### config.mk
export PLATFORM = sky130hd
export DESIGN_NAME = rolling_wave_color_generator_unit
export DESIGN_NICKNAME = d
export VERILOG_FILES = /design/src/rtl/core/rwcg_pkg.sv /design/src/rtl/core/rolling_wave_color_generator_unit.sv /design/src/rtl/core/rwcg_div.sv /design/src/rtl/core/rwcg_tables.sv
export SDC_FILE = /design/constraint.sdc
export NUM_CORES = 2
export LEC_CHECK = 0
export ABC_AREA = 1
export BUFFER_PORTS_ARGS = -buffer_cell sky130_fd_sc_hd__buf_2
export CAP_MARGIN = 20
export CORE_MARGIN = 5
export CORE_UTILIZATION = 27
export CTS_CLUSTER_DIAMETER = 30
export DETAILED_ROUTE_END_ITERATION = 16
export PLACE_DENSITY = 0.39
export SLEW_MARGIN = 20
export SYNTH_ARGS = -nofsm -noshare
export SYNTH_HDL_FRONTEND = slang
export SYNTH_HIERARCHICAL = 1
export SYNTH_SLANG_ARGS = --single-unit
### constraint.sdc
create_clock -name clk -period 8.8 [get_ports clk]
set_clock_uncertainty 0.05 [all_clocks]
set_input_delay 1.32 -clock clk [delete_from_list [all_inputs] [get_ports clk]]
set_output_delay 1.32 -clock clk [all_outputs]
set_load 0.005 [all_outputs]
### src/rtl/core/rwcg_pkg.sv
// ----------------------------------------------------------------------------
// rwcg_pkg
// Shared types and constants of the rolling wave color generator.
// ----------------------------------------------------------------------------
package rwcg_pkg;

  localparam int PATTERN_DEPTH = 64;
  localparam int PALETTE_DEPTH = 64;
  localparam int PAT_AW        = $clog2(PATTERN_DEPTH);
  localparam int PAL_AW        = $clog2(PALETTE_DEPTH);

  localparam int COLOR_W = 24;
  localparam int IDX_W   = 6;
  localparam int CNT_W   = 14;
  localparam int DVD_W   = 16;
  localparam int DVS_W   = 14;

  // request codes
  localparam logic [1:0] REQ_TICK = 2'd0;
  localparam logic [1:0] REQ_PAT  = 2'd1;
  localparam logic [1:0] REQ_PAL  = 2'd2;

  // register indexes
  localparam logic [2:0] CFG_GRAD    = 3'd0;
  localparam logic [2:0] CFG_SPACING = 3'd1;
  localparam logic [2:0] CFG_TRAIL   = 3'd2;
  localparam logic [2:0] CFG_DIM     = 3'd3;
  localparam logic [2:0] CFG_BG      = 3'd4;
  localparam logic [2:0] CFG_PLEN    = 3'd5;

  // trail modes
  localparam logic [1:0] TRAIL_END  = 2'd0;
  localparam logic [1:0] TRAIL_BOTH = 2'd1;
  localparam logic [1:0] TRAIL_LEAD = 2'd2;

  typedef struct packed {
    logic               pat_we;
    logic               pal_we;
    logic [IDX_W-1:0]   idx;
    logic [COLOR_W-1:0] data;
  } tbl_wr_t;

endpackage

### src/rtl/core/rolling_wave_color_generator_unit.sv
// ----------------------------------------------------------------------------
// rolling_wave_color_generator_unit
// Produces the color of the pixel entering the head of a strip, per tick.
// ----------------------------------------------------------------------------
// Usage:
//   Input channel (in_valid/in_ready) carries one request: a tick, a pattern
//   table write or a palette table write. Writes return nothing; unknown
//   request codes are dropped. A tick returns one result on the output
//   channel (out_valid/out_ready): red, green, blue, is_background.
//   Configuration registers are written over cfg_valid/cfg_ready, which is
//   ready whenever reset is low; write them only while no tick is in flight.
// Sequencing:
//   One request at a time. A tick runs two serial divisions (counter modulo
//   cycle length, then quotient and remainder by the wave length) on the
//   shared divider, a chained table read (S_PAT, S_PAL, S_LOAD) at wave step 0,
//   and a third division for the trail dim ratio on trail pixels. Writes are
//   accepted back to back.
// Reset:
//   Registers return to their defaults, counter and wave color clear. Table
//   contents are undefined until written. Both input sides hold ready low.
// Stall:
//   The result sits in an output register; the next request is accepted while
//   it waits, and a following tick holds in its final step until it is taken.
// ----------------------------------------------------------------------------
module rolling_wave_color_generator_unit (
  input  logic        clk,
  input  logic        rst,
  // request channel
  input  logic        in_valid,
  output logic        in_ready,
  input  logic [1:0]  req_type,
  input  logic [5:0]  entry_index,
  input  logic [23:0] entry_value,
  // result channel
  output logic        out_valid,
  input  logic        out_ready,
  output logic [7:0]  red,
  output logic [7:0]  green,
  output logic [7:0]  blue,
  output logic        is_background,
  // configuration channel
  input  logic        cfg_valid,
  output logic        cfg_ready,
  input  logic [2:0]  cfg_index,
  input  logic [23:0] cfg_data
);

  typedef enum logic [3:0] {
    S_IDLE, S_MOD, S_MOD_W, S_DIV, S_DIV_W, S_PAT, S_PAL, S_LOAD,
    S_CALC, S_RATIO_W, S_OUT
  } state_t;

  state_t state;

  // configuration registers
  logic [6:0]  grad_length;
  logic [7:0]  spacing;
  logic [1:0]  trail_mode;
  logic [7:0]  dim_power;
  logic [23:0] bg_color;
  logic [6:0]  pattern_length;

  // tick state
  logic [rwcg_pkg::CNT_W-1:0]   cycle_count;
  logic [rwcg_pkg::COLOR_W-1:0] wave_color;
  logic [rwcg_pkg::CNT_W-1:0]   cyc;
  logic [7:0]                   step;
  logic [rwcg_pkg::PAT_AW-1:0]  pat_idx;
  logic                         bg_flag;

  // table and divider hookup
  rwcg_pkg::tbl_wr_t             tbl_wr;
  logic [rwcg_pkg::IDX_W-1:0]    pat_q;
  logic [rwcg_pkg::COLOR_W-1:0]  pal_q;
  logic                          div_start;
  logic [rwcg_pkg::DVD_W-1:0]    div_dividend;
  logic [rwcg_pkg::DVS_W-1:0]    div_divisor;
  logic                          div_done;
  logic [rwcg_pkg::DVD_W-1:0]    div_quo;
  logic [rwcg_pkg::DVS_W-1:0]    div_rem;

  // clamped geometry
  logic [6:0]  grad_c;
  logic [7:0]  spacing_c;
  logic [6:0]  plen_c;
  logic [8:0]  wave_len;
  logic [15:0] total_full;
  logic [rwcg_pkg::CNT_W-1:0] total;
  logic [rwcg_pkg::CNT_W-1:0] cyc_inc;

  // trail decode
  logic [6:0]  half;
  logic [6:0]  first;
  logic [6:0]  mid;
  logic        adjust;
  logic        lt_first;
  logic        is_bg;
  logic        is_head;
  logic [7:0]  trail_dist;
  logic [15:0] dim_prod;
  logic [7:0]  half_inc;

  // scaling
  logic [7:0]  ratio;
  logic [15:0] prod_r;
  logic [15:0] prod_g;
  logic [15:0] prod_b;

  logic in_fire;
  logic out_free;

  assign in_ready  = (state == S_IDLE) && !rst;
  assign cfg_ready = !rst;
  assign in_fire   = in_valid && in_ready;
  assign out_free  = !out_valid || out_ready;

  assign grad_c    = (grad_length == 7'd0) ? 7'd1 : grad_length;
  assign spacing_c = (spacing > 8'd128) ? 8'd128 : spacing;
  assign plen_c    = (pattern_length == 7'd0) ? 7'd1 :
                     (pattern_length > 7'd64) ? 7'd64 : pattern_length;
  assign wave_len  = {2'b00, grad_c} + {1'b0, spacing_c};
  assign total_full = {9'd0, plen_c} * {7'd0, wave_len};
  assign total     = total_full[rwcg_pkg::CNT_W-1:0];
  assign cyc_inc   = cyc + rwcg_pkg::CNT_W'(1);

  always_comb begin
    case (trail_mode)
      rwcg_pkg::TRAIL_END: begin
        half = grad_c; first = 7'd0; mid = 7'd0; adjust = 1'b0;
      end
      rwcg_pkg::TRAIL_LEAD: begin
        half = grad_c; first = grad_c; mid = grad_c - 7'd1; adjust = 1'b0;
      end
      default: begin
        // both trails; the unused code behaves the same
        half = grad_c >> 1; first = grad_c >> 1; mid = grad_c >> 1;
        adjust = grad_c[0];
      end
    endcase
  end

  assign lt_first = step < {1'b0, first};
  assign is_bg    = step >= {1'b0, grad_c};
  assign is_head  = step == {1'b0, mid};
  assign trail_dist = lt_first ? ({1'b0, half} - step)
                               : ({1'b0, half} - {1'b0, grad_c} + step + {7'd0, adjust});
  assign dim_prod = trail_dist * dim_power;
  assign half_inc = {1'b0, half} + 8'd1;

  assign ratio  = dim_power - div_quo[7:0];
  assign prod_r = wave_color[23:16] * ratio;
  assign prod_g = wave_color[15:8] * ratio;
  assign prod_b = wave_color[7:0] * ratio;

  // divider operand select
  always_comb begin
    div_start    = 1'b0;
    div_dividend = '0;
    div_divisor  = '0;
    case (state)
      S_MOD: begin
        div_start    = 1'b1;
        div_dividend = {2'b00, cycle_count};
        div_divisor  = total;
      end
      S_DIV: begin
        div_start    = 1'b1;
        div_dividend = {2'b00, cyc};
        div_divisor  = {5'd0, wave_len};
      end
      S_CALC: begin
        div_start    = !(is_bg || is_head);
        div_dividend = dim_prod;
        div_divisor  = {6'd0, half_inc};
      end
      default: begin
        div_start = 1'b0;
      end
    endcase
  end

  // table writes go straight from the accepted request
  always_comb begin
    tbl_wr.pat_we = in_fire && (req_type == rwcg_pkg::REQ_PAT);
    tbl_wr.pal_we = in_fire && (req_type == rwcg_pkg::REQ_PAL);
    tbl_wr.idx    = entry_index;
    tbl_wr.data   = entry_value;
  end

  rwcg_tables u_tables (
    .clk      (clk),
    .wr       (tbl_wr),
    .pat_addr (pat_idx),
    .pat_q    (pat_q),
    .pal_q    (pal_q)
  );

  rwcg_div u_div (
    .clk       (clk),
    .rst       (rst),
    .start     (div_start),
    .dividend  (div_dividend),
    .divisor   (div_divisor),
    .done      (div_done),
    .quotient  (div_quo),
    .remainder (div_rem)
  );

  // configuration writes
  always_ff @(posedge clk) begin
    if (rst) begin
      grad_length    <= 7'd8;
      spacing        <= 8'd0;
      trail_mode     <= rwcg_pkg::TRAIL_END;
      dim_power      <= 8'd255;
      bg_color       <= 24'd0;
      pattern_length <= 7'd1;
    end else if (cfg_valid && cfg_ready) begin
      case (cfg_index)
        rwcg_pkg::CFG_GRAD:    grad_length    <= cfg_data[6:0];
        rwcg_pkg::CFG_SPACING: spacing        <= cfg_data[7:0];
        rwcg_pkg::CFG_TRAIL:   trail_mode     <= cfg_data[1:0];
        rwcg_pkg::CFG_DIM:     dim_power      <= cfg_data[7:0];
        rwcg_pkg::CFG_BG:      bg_color       <= cfg_data;
        rwcg_pkg::CFG_PLEN:    pattern_length <= cfg_data[6:0];
        default: begin
        end
      endcase
    end
  end

  // tick sequencer and result register
  always_ff @(posedge clk) begin
    if (rst) begin
      state       <= S_IDLE;
      out_valid   <= 1'b0;
      cycle_count <= '0;
      wave_color  <= '0;
    end else begin
      // drop the taken result, unless S_OUT reloads the register this edge
      if (out_valid && out_ready && (state != S_OUT)) begin
        out_valid <= 1'b0;
      end
      case (state)
        S_IDLE: begin
          if (in_fire && (req_type == rwcg_pkg::REQ_TICK)) begin
            state <= S_MOD;
          end
        end
        S_MOD:   state <= S_MOD_W;
        S_MOD_W: begin
          if (div_done) begin
            cyc   <= div_rem;
            state <= S_DIV;
          end
        end
        S_DIV:   state <= S_DIV_W;
        S_DIV_W: begin
          if (div_done) begin
            step    <= div_rem[7:0];
            pat_idx <= div_quo[rwcg_pkg::PAT_AW-1:0];
            // new wave: fetch its color first
            state   <= (div_rem == '0) ? S_PAT : S_CALC;
          end
        end
        S_PAT:  state <= S_PAL;
        S_PAL:  state <= S_LOAD;
        S_LOAD: begin
          wave_color <= pal_q;
          state      <= S_CALC;
        end
        S_CALC: begin
          bg_flag <= is_bg;
          state   <= (is_bg || is_head) ? S_OUT : S_RATIO_W;
        end
        S_RATIO_W: begin
          if (div_done) begin
            // dimming compounds along the wave
            wave_color <= {prod_r[15:8], prod_g[15:8], prod_b[15:8]};
            state      <= S_OUT;
          end
        end
        S_OUT: begin
          if (out_free) begin
            out_valid     <= 1'b1;
            is_background <= bg_flag;
            red           <= bg_flag ? bg_color[23:16] : wave_color[23:16];
            green         <= bg_flag ? bg_color[15:8]  : wave_color[15:8];
            blue          <= bg_flag ? bg_color[7:0]   : wave_color[7:0];
            cycle_count   <= (cyc_inc == total) ? '0 : cyc_inc;
            state         <= S_IDLE;
          end
        end
        default: state <= S_IDLE;
      endcase
    end
  end

endmodule

### src/rtl/core/rwcg_div.sv
// ----------------------------------------------------------------------------
// rwcg_div
// Restoring serial divider, one quotient bit per cycle.
// ----------------------------------------------------------------------------
module rwcg_div (
  input  logic                        clk,
  input  logic                        rst,
  input  logic                        start,
  input  logic [rwcg_pkg::DVD_W-1:0]  dividend,
  input  logic [rwcg_pkg::DVS_W-1:0]  divisor,
  output logic                        done,
  output logic [rwcg_pkg::DVD_W-1:0]  quotient,
  output logic [rwcg_pkg::DVS_W-1:0]  remainder
);

  localparam int CW = $clog2(rwcg_pkg::DVD_W + 1);

  logic [rwcg_pkg::DVD_W-1:0] quo;
  logic [rwcg_pkg::DVS_W-1:0] rem;
  logic [rwcg_pkg::DVS_W-1:0] dvs;
  logic [CW-1:0]              cnt;
  logic                       busy;
  logic [rwcg_pkg::DVS_W:0]   trial;
  logic [rwcg_pkg::DVS_W:0]   diff;
  logic                       fits;

  assign trial = {rem, quo[rwcg_pkg::DVD_W-1]};
  assign diff  = trial - {1'b0, dvs};
  assign fits  = trial >= {1'b0, dvs};

  always_ff @(posedge clk) begin
    if (rst) begin
      busy <= 1'b0;
      done <= 1'b0;
      cnt  <= '0;
    end else begin
      // pulse done with the last quotient bit
      done <= busy && !start && (cnt == CW'(1));
      if (start) begin
        busy <= 1'b1;
        cnt  <= CW'(rwcg_pkg::DVD_W);
        quo  <= dividend;
        rem  <= '0;
        dvs  <= divisor;
      end else if (busy) begin
        // shift in one dividend bit, subtract when it fits
        rem <= fits ? diff[rwcg_pkg::DVS_W-1:0] : trial[rwcg_pkg::DVS_W-1:0];
        quo <= {quo[rwcg_pkg::DVD_W-2:0], fits};
        cnt <= cnt - CW'(1);
        if (cnt == CW'(1)) begin
          busy <= 1'b0;
        end
      end
    end
  end

  assign quotient  = quo;
  assign remainder = rem;

endmodule

### src/rtl/core/rwcg_tables.sv
// ----------------------------------------------------------------------------
// rwcg_tables
// Pattern and palette memories; the palette is addressed by the pattern read.
// ----------------------------------------------------------------------------
module rwcg_tables (
  input  logic                          clk,
  input  rwcg_pkg::tbl_wr_t             wr,
  input  logic [rwcg_pkg::PAT_AW-1:0]   pat_addr,
  output logic [rwcg_pkg::IDX_W-1:0]    pat_q,
  output logic [rwcg_pkg::COLOR_W-1:0]  pal_q
);

  logic [rwcg_pkg::IDX_W-1:0]   pat_mem [rwcg_pkg::PATTERN_DEPTH];
  logic [rwcg_pkg::COLOR_W-1:0] pal_mem [rwcg_pkg::PALETTE_DEPTH];

  always_ff @(posedge clk) begin
    if (wr.pat_we) begin
      pat_mem[wr.idx[rwcg_pkg::PAT_AW-1:0]] <= wr.data[rwcg_pkg::IDX_W-1:0];
    end
    pat_q <= pat_mem[pat_addr];
  end

  // chained read: palette address is last cycle's pattern data
  always_ff @(posedge clk) begin
    if (wr.pal_we) begin
      pal_mem[wr.idx[rwcg_pkg::PAL_AW-1:0]] <= wr.data;
    end
    pal_q <= pal_mem[pat_q[rwcg_pkg::PAL_AW-1:0]];
  end

endmodule
# Word level (Yosys, flattened, before mapping)
# Memory sizes are Yosys's and may differ from the RTL's. A register that Yosys moved wholly into a read port is not among the register bits.
# Index checks and enable logic that the tools add are counted.
dict set report word_totals {
  ff_bits 204
  ram_bits 1920
  in_bits 64
  output_inout_bits 28
  word_cells 161
  mem_count 2
}
# memory depth width read_ports rd_clocked_by_memory_dff write_ports line
set mem_list {}
lappend mem_list {u_tables.pal_mem 64 24 1 1 1 rwcg_tables.sv:14} ;# logic [rwcg_pkg::COLOR_W-1:0] pal_mem [rwcg_pkg::PALETTE_DEPTH];
lappend mem_list {u_tables.pat_mem 64 6 1 1 1 rwcg_tables.sv:13} ;# logic [rwcg_pkg::IDX_W-1:0] pat_mem [rwcg_pkg::PATTERN_DEPTH];
dict set report classes {
  add_sub_neg 11
  n_mul 5
  magnitude_cmp 5
  eq_ne 27
  n_mux 42
  n_bitwise 1
  reduce_logical 43
}
# op count
set ops {}
lappend ops {{multiplier 8 x 8 -> 16 bit} 4}
lappend ops {{one-hot mux 16 bit (3 select lines)} 1}
lappend ops {{one-hot mux 24 bit (2 select lines)} 1}
lappend ops {{one-hot mux 4 bit (11 select lines)} 1}
lappend ops {{two-way mux 14 bit} 3}
lappend ops {{one-hot mux 14 bit (3 select lines)} 1}
lappend ops {{two-way mux 8 bit} 5}
lappend ops {{two-way mux 16 bit} 2}
lappend ops {{two-way mux 7 bit} 4}
lappend ops {{one-hot mux 7 bit (2 select lines)} 2}
lappend ops {{two-way mux 24 bit} 1}
lappend ops {{two-way mux 4 bit} 6}
lappend ops {{AND reduction 2 bit} 11}
lappend ops {{== test 4 x 3 -> 1 bit, second input constant} 4}
lappend ops {{>= comparator 15 x 14 -> 1 bit} 1}
lappend ops {{adder 14 x 1 -> 14 bit, second input constant} 1}
lappend ops {{== test 14 bit} 1}
lappend ops {{zero test 14 bit} 1}
lappend ops {{zero test 7 bit} 2}
lappend ops {{multiplier 7 x 9 -> 14 bit} 1}
lappend ops {{subtractor 14 bit} 1}
lappend ops {{== test 4 bit, second input constant} 3}
lappend ops {{two-way mux 1 bit} 11}
lappend ops {{logical AND 1 bit} 10}
lappend ops {{other kinds (38)} 56}

# Depth between registers and ports, before layout
dict set report depth {
  word_depth 11
  ltp_mapped 39
  ltp_nobuf 39
}

# Hierarchy
# Netlist, hierarchy kept.
# mod instances cells_each area_each_um2 seq_area_each_um2
set by_module_without_submodules {}
lappend by_module_without_submodules {rwcg_tables 1 6615 78661.7 58255.9}
lappend by_module_without_submodules {rolling_wave_color_generator_unit 1 2622 19135.9 3603.5}
lappend by_module_without_submodules {rwcg_div 1 409 3236.9 1461.4}

# Worst setup path before layout
# OpenSTA, ideal clock, no wires.
dict set report synth_timing {
  kind {flip-flop to flip-flop}
  from {register trail_mode[0]}
  to {register u_div.quo (netlist bit u_div/quotient[15]) (data pin)}
  setup_time_ns 0.253
  arrival_ns 6.206
  required_ns 8.497
  slack_ns 2.291
  stages_incl_launch_ff 38
  n_path_buf 2
  synth_period_minus_slack_ns 6.509
  cell_sequence {dfxtp_1 -> buf_2 -> inv_2 -> buf_2 -> nor2_1 -> a21oi_2 -> inv_1 -> fa_1 -> inv_1 -> ha_1 -> nand2_1 -> o21ai_0 -> a21oi_1 -> nor2_1 -> nor2_1 -> xor2_1 -> nand2_1 -> o211ai_1 -> [2 not listed] -> fa_1 -> fa_1 -> inv_1 -> fa_1 -> inv_1 -> ha_1 -> a21oi_1 -> o21a_1 -> nand2_1 -> nand2_1 -> nand2_1 -> a21o_1 -> a21oi_1 -> o21bai_1 -> o21ai_0 -> a21oi_1 -> nand2_1 -> nand2_1}
}
dict set report synth_via {
  elab_chain_len 10
  word_cells_on_any_way 20
  cone_classes {add/sub (4); mul (1); order compare (1); eq/ne (2); mux (8); reduce/logical (4)}
}
# element line
set synth_rtl {}
lappend synth_rtl {{start, declared} rolling_wave_color_generator_unit.sv:58} ;# logic [1:0] trail_mode;
lappend synth_rtl {{start signal, assigned} rolling_wave_color_generator_unit.sv:214} ;# trail_mode <= rwcg_pkg::TRAIL_END;
lappend synth_rtl {{start signal, assigned} rolling_wave_color_generator_unit.sv:222} ;# rwcg_pkg::CFG_TRAIL: trail_mode <= cfg_data[1:0];
lappend synth_rtl {{== test 2 bit or zero test 2 bit (tied branches)} rolling_wave_color_generator_unit.sv:127} ;# case (trail_mode)
lappend synth_rtl {{OR reduction 2 bit (no source line)} --}
lappend synth_rtl {{two-way mux 7 bit} rolling_wave_color_generator_unit.sv:127}
lappend synth_rtl {{subtractor 7 x 7 -> 8 bit} rolling_wave_color_generator_unit.sv:146} ;# : ({1'b0, half} - {1'b0, grad_c} + step + {7'd0, adjust});
lappend synth_rtl {{adder 8 bit} rolling_wave_color_generator_unit.sv:146}
lappend synth_rtl {{adder 8 x 1 -> 8 bit} rolling_wave_color_generator_unit.sv:146}
lappend synth_rtl {{two-way mux 8 bit (*)} rolling_wave_color_generator_unit.sv:145} ;# assign trail_dist = lt_first ? ({1'b0, half} - step)
lappend synth_rtl {{multiplier 8 x 8 -> 16 bit (*)} rolling_wave_color_generator_unit.sv:147} ;# assign dim_prod = trail_dist * dim_power;
lappend synth_rtl {{one-hot mux 16 bit (3 select lines) (*)} rolling_wave_color_generator_unit.sv:160} ;# case (state)
lappend synth_rtl {{named net div_dividend (one bit)} rolling_wave_color_generator_unit.sv:76} ;# logic [rwcg_pkg::DVD_W-1:0] div_dividend;
lappend synth_rtl {{two-way mux 16 bit (*)} rwcg_div.sv:39} ;# if (start) begin
lappend synth_rtl {{end signal, assigned} rwcg_div.sv:42} ;# quo <= dividend;
lappend synth_rtl {{end signal, assigned} rwcg_div.sv:48} ;# quo <= {quo[rwcg_pkg::DVD_W-2:0], fits};
lappend synth_rtl {{end, declared} rwcg_div.sv:18} ;# logic [rwcg_pkg::DVD_W-1:0] quo;
# The timed path passes the listed nets; every way through them passes the cells marked *.
# A chain may end at the register's enable or synchronous reset.

# Final worst setup path
dict set report layout_timing {
  from {register trail_mode[0]}
  to {register u_div.quo (netlist bit u_div/quotient[14]) (data pin)}
}
# Same word-level chain as after synthesis.

==> out/results.ini <==
[status]
outcome = completed

[clocking]
insertion_delay_ns = 1.00
cts_resized = 0
ctsHoldBuffers = 0
root_buffer = clkbuf_16
clk_pin_slew_ns = 0.04
clock_path_buffers = 4
htree_levels = 6
cts_setup_buffers = 0
cts_tree = built
numClockSinks = 2154
cts_inserted_buffers = 569

[grt]
grt_overflow = 0
grt_pass1_vias = 72900
busiest_layer = met2
met1_usage_pct = 24.7
antenna_found_initial = 37
met3_usage_pct = 2.96
grt_pass1_wl_mm = 505
grt_max_degree = 200
track_usage_pct = 17.3
grt_util_met2_pct = 27.5

[timing]
setup_ws_ns = 1.39
rsz0062_at_grt = false
final.min_clock_period_ns = 7.41
setup_violations = 0
timing.hold.ws_ns = 0.415
slew_headroom_pct = 27.7
worst_pin_slew_ns = 1.08
fin_crit_sh_pct = 84.2
finalSetupTns_ns = 0
timing.fmax_mhz = 135
slew_viol_final = 0
hold_violations = 0

[finish]
seqCellArea_mm2 = 0.0633
nets = 10400
final_cells = 15400
fin_util_pct = 34.0
syn2layout_area_growth_pct = 25.3
fillers = 37200
layout-drive-gt1-share_pct = 12.5
fin_area_mm2 = 0.127
multi_input_area_mm2 = 0.0332

[pwr]
switching_share_pct = 22.2
leakage_nw = 48.9
p_seq_share_pct = 33.3
ir_worst_vdd_mv = 0.151
power_mw = 33.9
p_sw_mw = 7.50
powerDensity_mw_per_mm2 = 267
p_comb_share_pct = 5.0
internal_power_mw = 26.4
clkPwrFrac_pct = 61.7

[setup_path]
crit_path_end_kind = flop
crit_type = flop to flop
worst_path_max_delay_cell = fa_1
cp.arrival_ns = 8.16
cp-start-kind = flop
path_buf_inv = 3
crit_fanout = 13
crit_top_cell = nand2_1
slowest_delay_ns = 0.54
cp.required_ns = 9.55
cp_top_family = adder cells

[floorplanning]
io_pins = 92
core_mm2 = 0.372
start_util_pct = 27.1
die_area_mm2 = 0.387
num_rows = 224
die_h_um = 622
die_width_um = 622

[detailed_routing]
viasPerCell = 4.69
drt-wirelength-per-cell_um = 22.4
drc = 0
firstDrtPassIters = 5
routed_wl_mm = 346
ant_nets = 0
first_iter_violations = 5580
num_vias = 72300

[synth]
ys_types = 65
netlist_instances = 9646
syn-cell-area_mm2 = 0.101
ys_seq_area_share_pct = 62.7
yosysWarningCount = 6
synth_nets = 10100
syn_area_per_cell_um2 = 10.5
ys_ff_latch = 2154

[placement]
io_buffers = 91
placed_cells = 14400
place_ws_ns = 1.42
placed_cell_area_mm2 = 0.107
hpwl_mm = 203
place.gp.congestion = 0.817

[job]
drv_cap = 0

[hold_path]
hp-class = flop to flop

## worst min-delay path, cell delays in order, from the launching register on
cell	delay (ns)
dfxtp_1	0.30
nand2_1	0.06
a21oi_1	0.05
## registers in the layout (all words and copies together) (netlist names), 2 cells and up
register          count
u_tables/pal_mem   1536
u_tables/pat_mem    384
bg_color             24
u_tables/pal_q       24
wave_color           24
u_div/quotient       16
cyc                  14
cycle_count          14
u_div/dvs            14
u_div/remainder      14
blue                  8
dim_power             8
green                 8
red                   8
spacing               8
step                  8
grad_length           7
pattern_length        7
pat_idx               6
u_tables/pat_q        6
u_div/cnt             5
state                 4
trail_mode            2
## placed cells by master (no fill, tap or decap), types with 21 or more instances in the layout
cell,n
a21oi_1,131
buf_2,85
buf_4,170
bufinv_16,86
clkbuf_1,95
clkbuf_16,578
clkinv_1,105
clkinv_2,91
clkinvlp_4,24
dfxtp_1,131
edfxtp_1,2018
fa_1,185
ha_1,224
inv_1,566
inv_2,26
nand2_1,3132
nand2_2,23
nand3_1,1768
nand3b_1,22
nand4_1,21
nor2_1,365
nor2_2,28
nor3_1,82
nor3_2,57
o211ai_1,34
o21ai_0,119
xnor2_1,24
xor2_1,22
## final timing paths
path | from | end | slack [ns] | depth (start not counted)
min reg2reg | cycle_count[3] | cycle_count[3] | 0.41 | 2
min | cycle_count[3] | cycle_count[3] | 0.41 | 2
max reg2reg | trail_mode[0] | u_div/quotient[14] | 1.39 | 34
max | trail_mode[0] | u_div/quotient[14] | 1.39 | 34
## layer usage
metal  part of all wire [%]  vias up
met3                    5.3      430
met1                     47    36200
met4                    1.9        4
met2                     45     1921
li1                       -    33800
met5                 0.0078        -
## Yosys cell counts (all sizes together)
| library cell | count | share of area (%) |
|---|---|---|
| o211ai | 34 | 0.25 |
| mux2 | 2 | 0.022 |
| a311oi | 2 | 0.017 |
| xor2 | 23 | 0.21 |
| o31ai | 3 | 0.022 |
| or2 | 16 | 0.099 |
| o311ai | 1 | 0.0087 |
| o22ai | 1 | 0.0062 |
| nor2 | 402 | 1.6 |
| nor4 | 7 | 0.043 |
| or4 | 1 | 0.0074 |
| inv | 597 | 2.2 |
| dfxtp | 136 | 2.7 |
| clkinv | 10 | 0.038 |
| a211oi | 6 | 0.050 |
| nand3b | 22 | 0.16 |
| edfxtp | 2018 | 60 |
| clkbuf | 162 | 0.60 |
| a31o | 1 | 0.0087 |
| a21oi | 137 | 0.70 |
| o21a | 4 | 0.030 |
| fa | 185 | 3.7 |
| buf | 349 | 2.0 |
| a31oi | 8 | 0.050 |
| xnor2 | 24 | 0.21 |
| o21bai | 16 | 0.12 |
| and2 | 1 | 0.0062 |
| a21boi | 2 | 0.015 |
| nor3 | 140 | 0.70 |
| nor3b | 1 | 0.0074 |
| o221ai | 11 | 0.095 |
| nand3 | 1777 | 8.8 |
| and3 | 1 | 0.0062 |
| a41oi | 1 | 0.0087 |
| nand2 | 3158 | 12 |
| a32o | 1 | 0.0099 |
| o21ai | 130 | 0.67 |
| a22oi | 1 | 0.0074 |
| nand4 | 21 | 0.13 |
| ha | 224 | 2.8 |
| a21o | 10 | 0.082 |
## power groups by stage
stage	clock, mW	sequential [mW]	combinational [mW]
6_report	20.9	11.3	1.68
2_1_floorplan	0	11.4	1.06
3_3_place_gp	0	11.4	1.70
4_1_cts	21.3	11.3	1.70
3_5_place_dp	0	11.4	1.68
5_1_grt	21.9	11.3	1.91
## cell families after synthesis
kind of cell	count (synthesis)	share of synthesized area, %
AND/OR/NAND/NOR	5547	23.4
flip-flops	2154	62.7
buffers and inverters	1118	4.91
adder cells (fa/ha/maj)	409	6.44
AO/OA/AOI/OAI	369	2.16
XOR/XNOR	47	0.415
multiplexers	2	0.0223
## area by class of cell
type                            count  share of cell area [%]
Sequential cell                  2154                    50.0
Multi-Input combinational cell   6374                    26.2
Clock buffer                      681                    11.8
Tap cell                         4972                    4.91
Clock inverter                    352                    3.64
Inverter                          607                    1.84
Timing Repair Buffer              268                    1.56
Antenna cell                       17                  0.0336
Power figures use the tool's default switching activity.
